===== src/sv/htwd_ram.sv =====
// ----------------------------------------------------------------------------
// htwd_ram
// Generic single-write, single-read synchronous RAM with registered read data
// and a read enable that holds the last read word.
// ----------------------------------------------------------------------------
module htwd_ram #(
    parameter int WIDTH = 8,
    parameter int DEPTH = 16
) (
    input  logic                     i_clk,
    input  logic                     i_we,
    input  logic [$clog2(DEPTH)-1:0] i_waddr,
    input  logic [WIDTH-1:0]         i_wdata,
    input  logic                     i_re,
    input  logic [$clog2(DEPTH)-1:0] i_raddr,
    output logic [WIDTH-1:0]         o_rdata
);

    logic [WIDTH-1:0] mem [DEPTH];
    logic [WIDTH-1:0] r_rdata;

    // write port
    always_ff @(posedge i_clk) begin
        if (i_we) begin
            mem[i_waddr] <= i_wdata;
        end
    end

    // registered read port
    always_ff @(posedge i_clk) begin
        if (i_re) begin
            r_rdata <= mem[i_raddr];
        end
    end

    assign o_rdata = r_rdata;

endmodule


===== config.mk =====
export PLATFORM = sky130hd
export DESIGN_NAME = htwd_ram
export DESIGN_NICKNAME = d
export VERILOG_FILES = /design/src/sv/htwd_ram.sv
export SDC_FILE = /design/constraint.sdc
export NUM_CORES = 1
export LEC_CHECK = 0
export ABC_AREA = 1
export BUFFER_PORTS_ARGS = -buffer_cell sky130_fd_sc_hd__buf_2
export CORE_MARGIN = 5
export CORE_UTILIZATION = 35
export CTS_CLUSTER_DIAMETER = 200
export DETAILED_ROUTE_END_ITERATION = 10
export PLACE_DENSITY = 0.55
export SYNTH_ARGS = -nofsm -noshare
export SYNTH_HDL_FRONTEND = slang
export SYNTH_SLANG_ARGS = --single-unit

===== constraint.sdc =====
create_clock -name i_clk -period 1.15 [get_ports i_clk]
set_input_delay 0.0575 -clock i_clk [delete_from_list [all_inputs] [get_ports i_clk]]
set_output_delay 0.0575 -clock i_clk [all_outputs]
set_load 0.03 [all_outputs]

==> summary.txt <==
STA
  – Final count of hold timing violations: 0
  – Period utilization: 98.1%
  – Achievable frequency: 886 MHz
  – Slew Limit Headroom: 72.7%
  – Clock tree skew after final layout: 0.0154 ns
  – Slew at the pin with the worst max-slew slack: 0.410 ns
  – Unrepaired setup endpoints after global routing: yes
  – Max-slew violation count: 0
  – Min Tclk post-route: 1.13 ns
  – Setup violation total in the final timing report: 0

Worst setup path
  – Kind of end point of the critical path: output port
  – Crit start category: register
  – Arrival @ worst endpoint: 1.07 ns
  – Top fanout value on the critical path: 1
  – Worst-path cell with the longest stage delay: sky130_fd_sc_hd__edfxtp_1
  – Crit path required time: 1.09 ns
  – Sequence of cells on the critical path: buf_4
  – CP delay by family, top: flip-flops
  – Largest stage delay on the critical path: 0.45 ns
  – Critical setup path kind: reg2out
  – Worst Path Buf+Inv: 1

Hold path
  – Class of the tightest hold or removal check: in2reg

Synth
  – Flip-flop and latch count after synthesis: 136
  – Net count of the mapped netlist: 570
  – Cells taking the most area after synthesis: sky130_fd_sc_hd__edfxtp_1 (70%), sky130_fd_sc_hd__nand2_1 (11%), sky130_fd_sc_hd__nand3_1 (8.3%)
  – Netlist area before placement: 0.00585 mm²
  – Average size of a mapped cell: 10.6 µm²
  – Area leader, netlist: sky130_fd_sc_hd__edfxtp_1
  – Share of the synthesized area in the top cell type: 69.8%
  – Number of synthesis warnings: 0
  – Post-synthesis sequential area ratio: 69.8%
  – Count of different cell masters after synthesis: 11
  – Synth Instances: 551

Drt
  – Detail Route Antenna Nets: 0
  – Post-DR wirelength/cell: 16.1 µm
  – Total via count after detailed routing: 3808
  – 1st-iter DRT viols: 288
  – Total length of routed wires: 13400 µm
  – Number of optimization iterations in the first detailed-route pass: 5
  – Via/cell ratio: 4.56
  – Post-route DRC: 0

Pwr
  – Sum of internal, switching and leakage power: 11.2 mW
  – Static power due to leakage: 3.00 nW
  – Power density of the placed cells: 1600 mW/mm²
  – Highest ir drop seen on vdd: 944 µV

Final layout
  – Layout cells sized above 1: 16.6%
  – Number of nets in the layout: 621
  – Multi-input gate area: 0.00131 mm²
  – Ant. Diodes: 0
  – Area added between synthesis and finish: 19.9%
  – Register Area: 0.00408 mm²
  – Top library cells by usage in the layout, fill and taps aside: sky130_fd_sc_hd__nand2_1 (171), sky130_fd_sc_hd__edfxtp_1 (136), sky130_fd_sc_hd__inv_1 (100)
  – Number of fill cells: 1576
  – Final Cell Area: 0.00701 mm²
  – Final non-filler cell total: 835
  – Leading cell type in the layout, fill and taps excluded: sky130_fd_sc_hd__nand2_1
  – Final core utilization: 42.6%

Placed design
  – PortBufs: 26
  – DP HPWL: 8980 µm
  – Placed Cells: 802
  – Cell area after placement: 0.00638 mm²
  – Routability cong.: 0.845

CTS
  – Clk sink count: 136
  – Clock tree from TritonCTS: yes
  – Worst skew pair latency: 0.42 ns
  – Cell at the root of the clock tree: sky130_fd_sc_hd__clkbuf_16
  – Num CTS Buffers: 17
  – Number of levels the H-tree was split into: 4
  – Maximum count of clock buffers along a single path: 2
  – Clock transition at path regs: 0.05 ns

Die
  – Initial core utilization: 35.5%
  – Area of the die: 0.0194 mm²
  – Vertical extent of the die: 139 µm
  – Total I/O pin count: 27
  – Core area: 0.0165 mm²
  – Width of the chip: 139 µm
  – Std-Cell Rows: 47

Global route
  – Maximum number of pins on one net before global-route repair: 43
  – Global Route Usage Sum: 14.6%
  – Antenna violations before repair: 0
  – Number of global-route vias before repair: 3883
  – Congestion Overflow GR: 0
  – Wire length of the first global-routing pass: 21100 µm

Flow run
  – Number of violations of the max-capacitance limit: 0

Run status
  – Status: finished, final reports clean
==> what timing repair did <==
item	CTS	global route
resized for setup	2	20
pin swaps	0	5
setup endpoints to repair	2	9
buffers inserted	0	0
hold buffers	1	0
hold endpoints to repair	2	0
==> Yosys cell counts <==
cell                       count
sky130_fd_sc_hd__nor2_1       17
sky130_fd_sc_hd__buf_6         6
sky130_fd_sc_hd__nand2_1     173
sky130_fd_sc_hd__edfxtp_1    136
sky130_fd_sc_hd__nand3_1      97
sky130_fd_sc_hd__nand3b_1      2
sky130_fd_sc_hd__buf_2        13
sky130_fd_sc_hd__inv_2         2
sky130_fd_sc_hd__buf_4         4
sky130_fd_sc_hd__inv_1       100
sky130_fd_sc_hd__buf_1         1
==> final timing paths <==
path | startpoint | endpoint | slack, ns | cells past startpoint
worst max register to register | mem[1][4] | o_rdata[4] | 0.04 | 6
worst min-delay path | i_wdata[7] | mem[10][7] | 0.06 | 1
worst min register to register | mem[10][0] | o_rdata[0] | 0.75 | 6
worst max-delay path | o_rdata[6] | o_rdata[6] | 0.02 | 1
==> cell type report <==
class,instances,share of cell area (%)
clock buffers,20,6.23
clock inverters,12,1.21
inverters,102,5.46
multi-input cells,289,18.7
flip-flops and latches,136,58.3
well taps,220,3.93
repair buffers,56,6.21
==> power by group <==
| group | internal (mW) | switching, mW |
|---|---|---|
| registers | 5.59 | 0.0353 |
| logic | 0.251 | 0.544 |
| clock network | 2.91 | 1.88 |
| total | 8.75 | 2.46 |
==> cell families after synthesis <==
logic type / Yosys count / share of synthesized area [%]
buffers and inverters: 126 / 9.39
flip-flops: 136 / 69.8
AND/OR/NAND/NOR: 289 / 20.8
==> metrics by stage <==
stage               worst slack [ns]  hold slack, ns  setup TNS, ns
floorplan                      0.142           0.156              0
global placement              -0.127           0.432         -0.665
detailed placement            -0.119           0.433         -0.680
CTS                           0.0106          0.0626              0
global route                 -0.0177          0.0645        -0.0302
finish                        0.0214          0.0567              0
==> flip-flops by register name, summed over array words and instances (netlist names) <==
register / count
mem: 128
o_rdata: 8
==> routing by layer <==
metal	global-route usage [%]	routed length, µm	part of all wire (%)
met5	0	0	0
met4	5.61	123	0.92
met3	3.46	933	7.0
met2	24.3	6730	50
met1	18.6	5640	42
No activity file was read; power rests on OpenSTA's default activity.
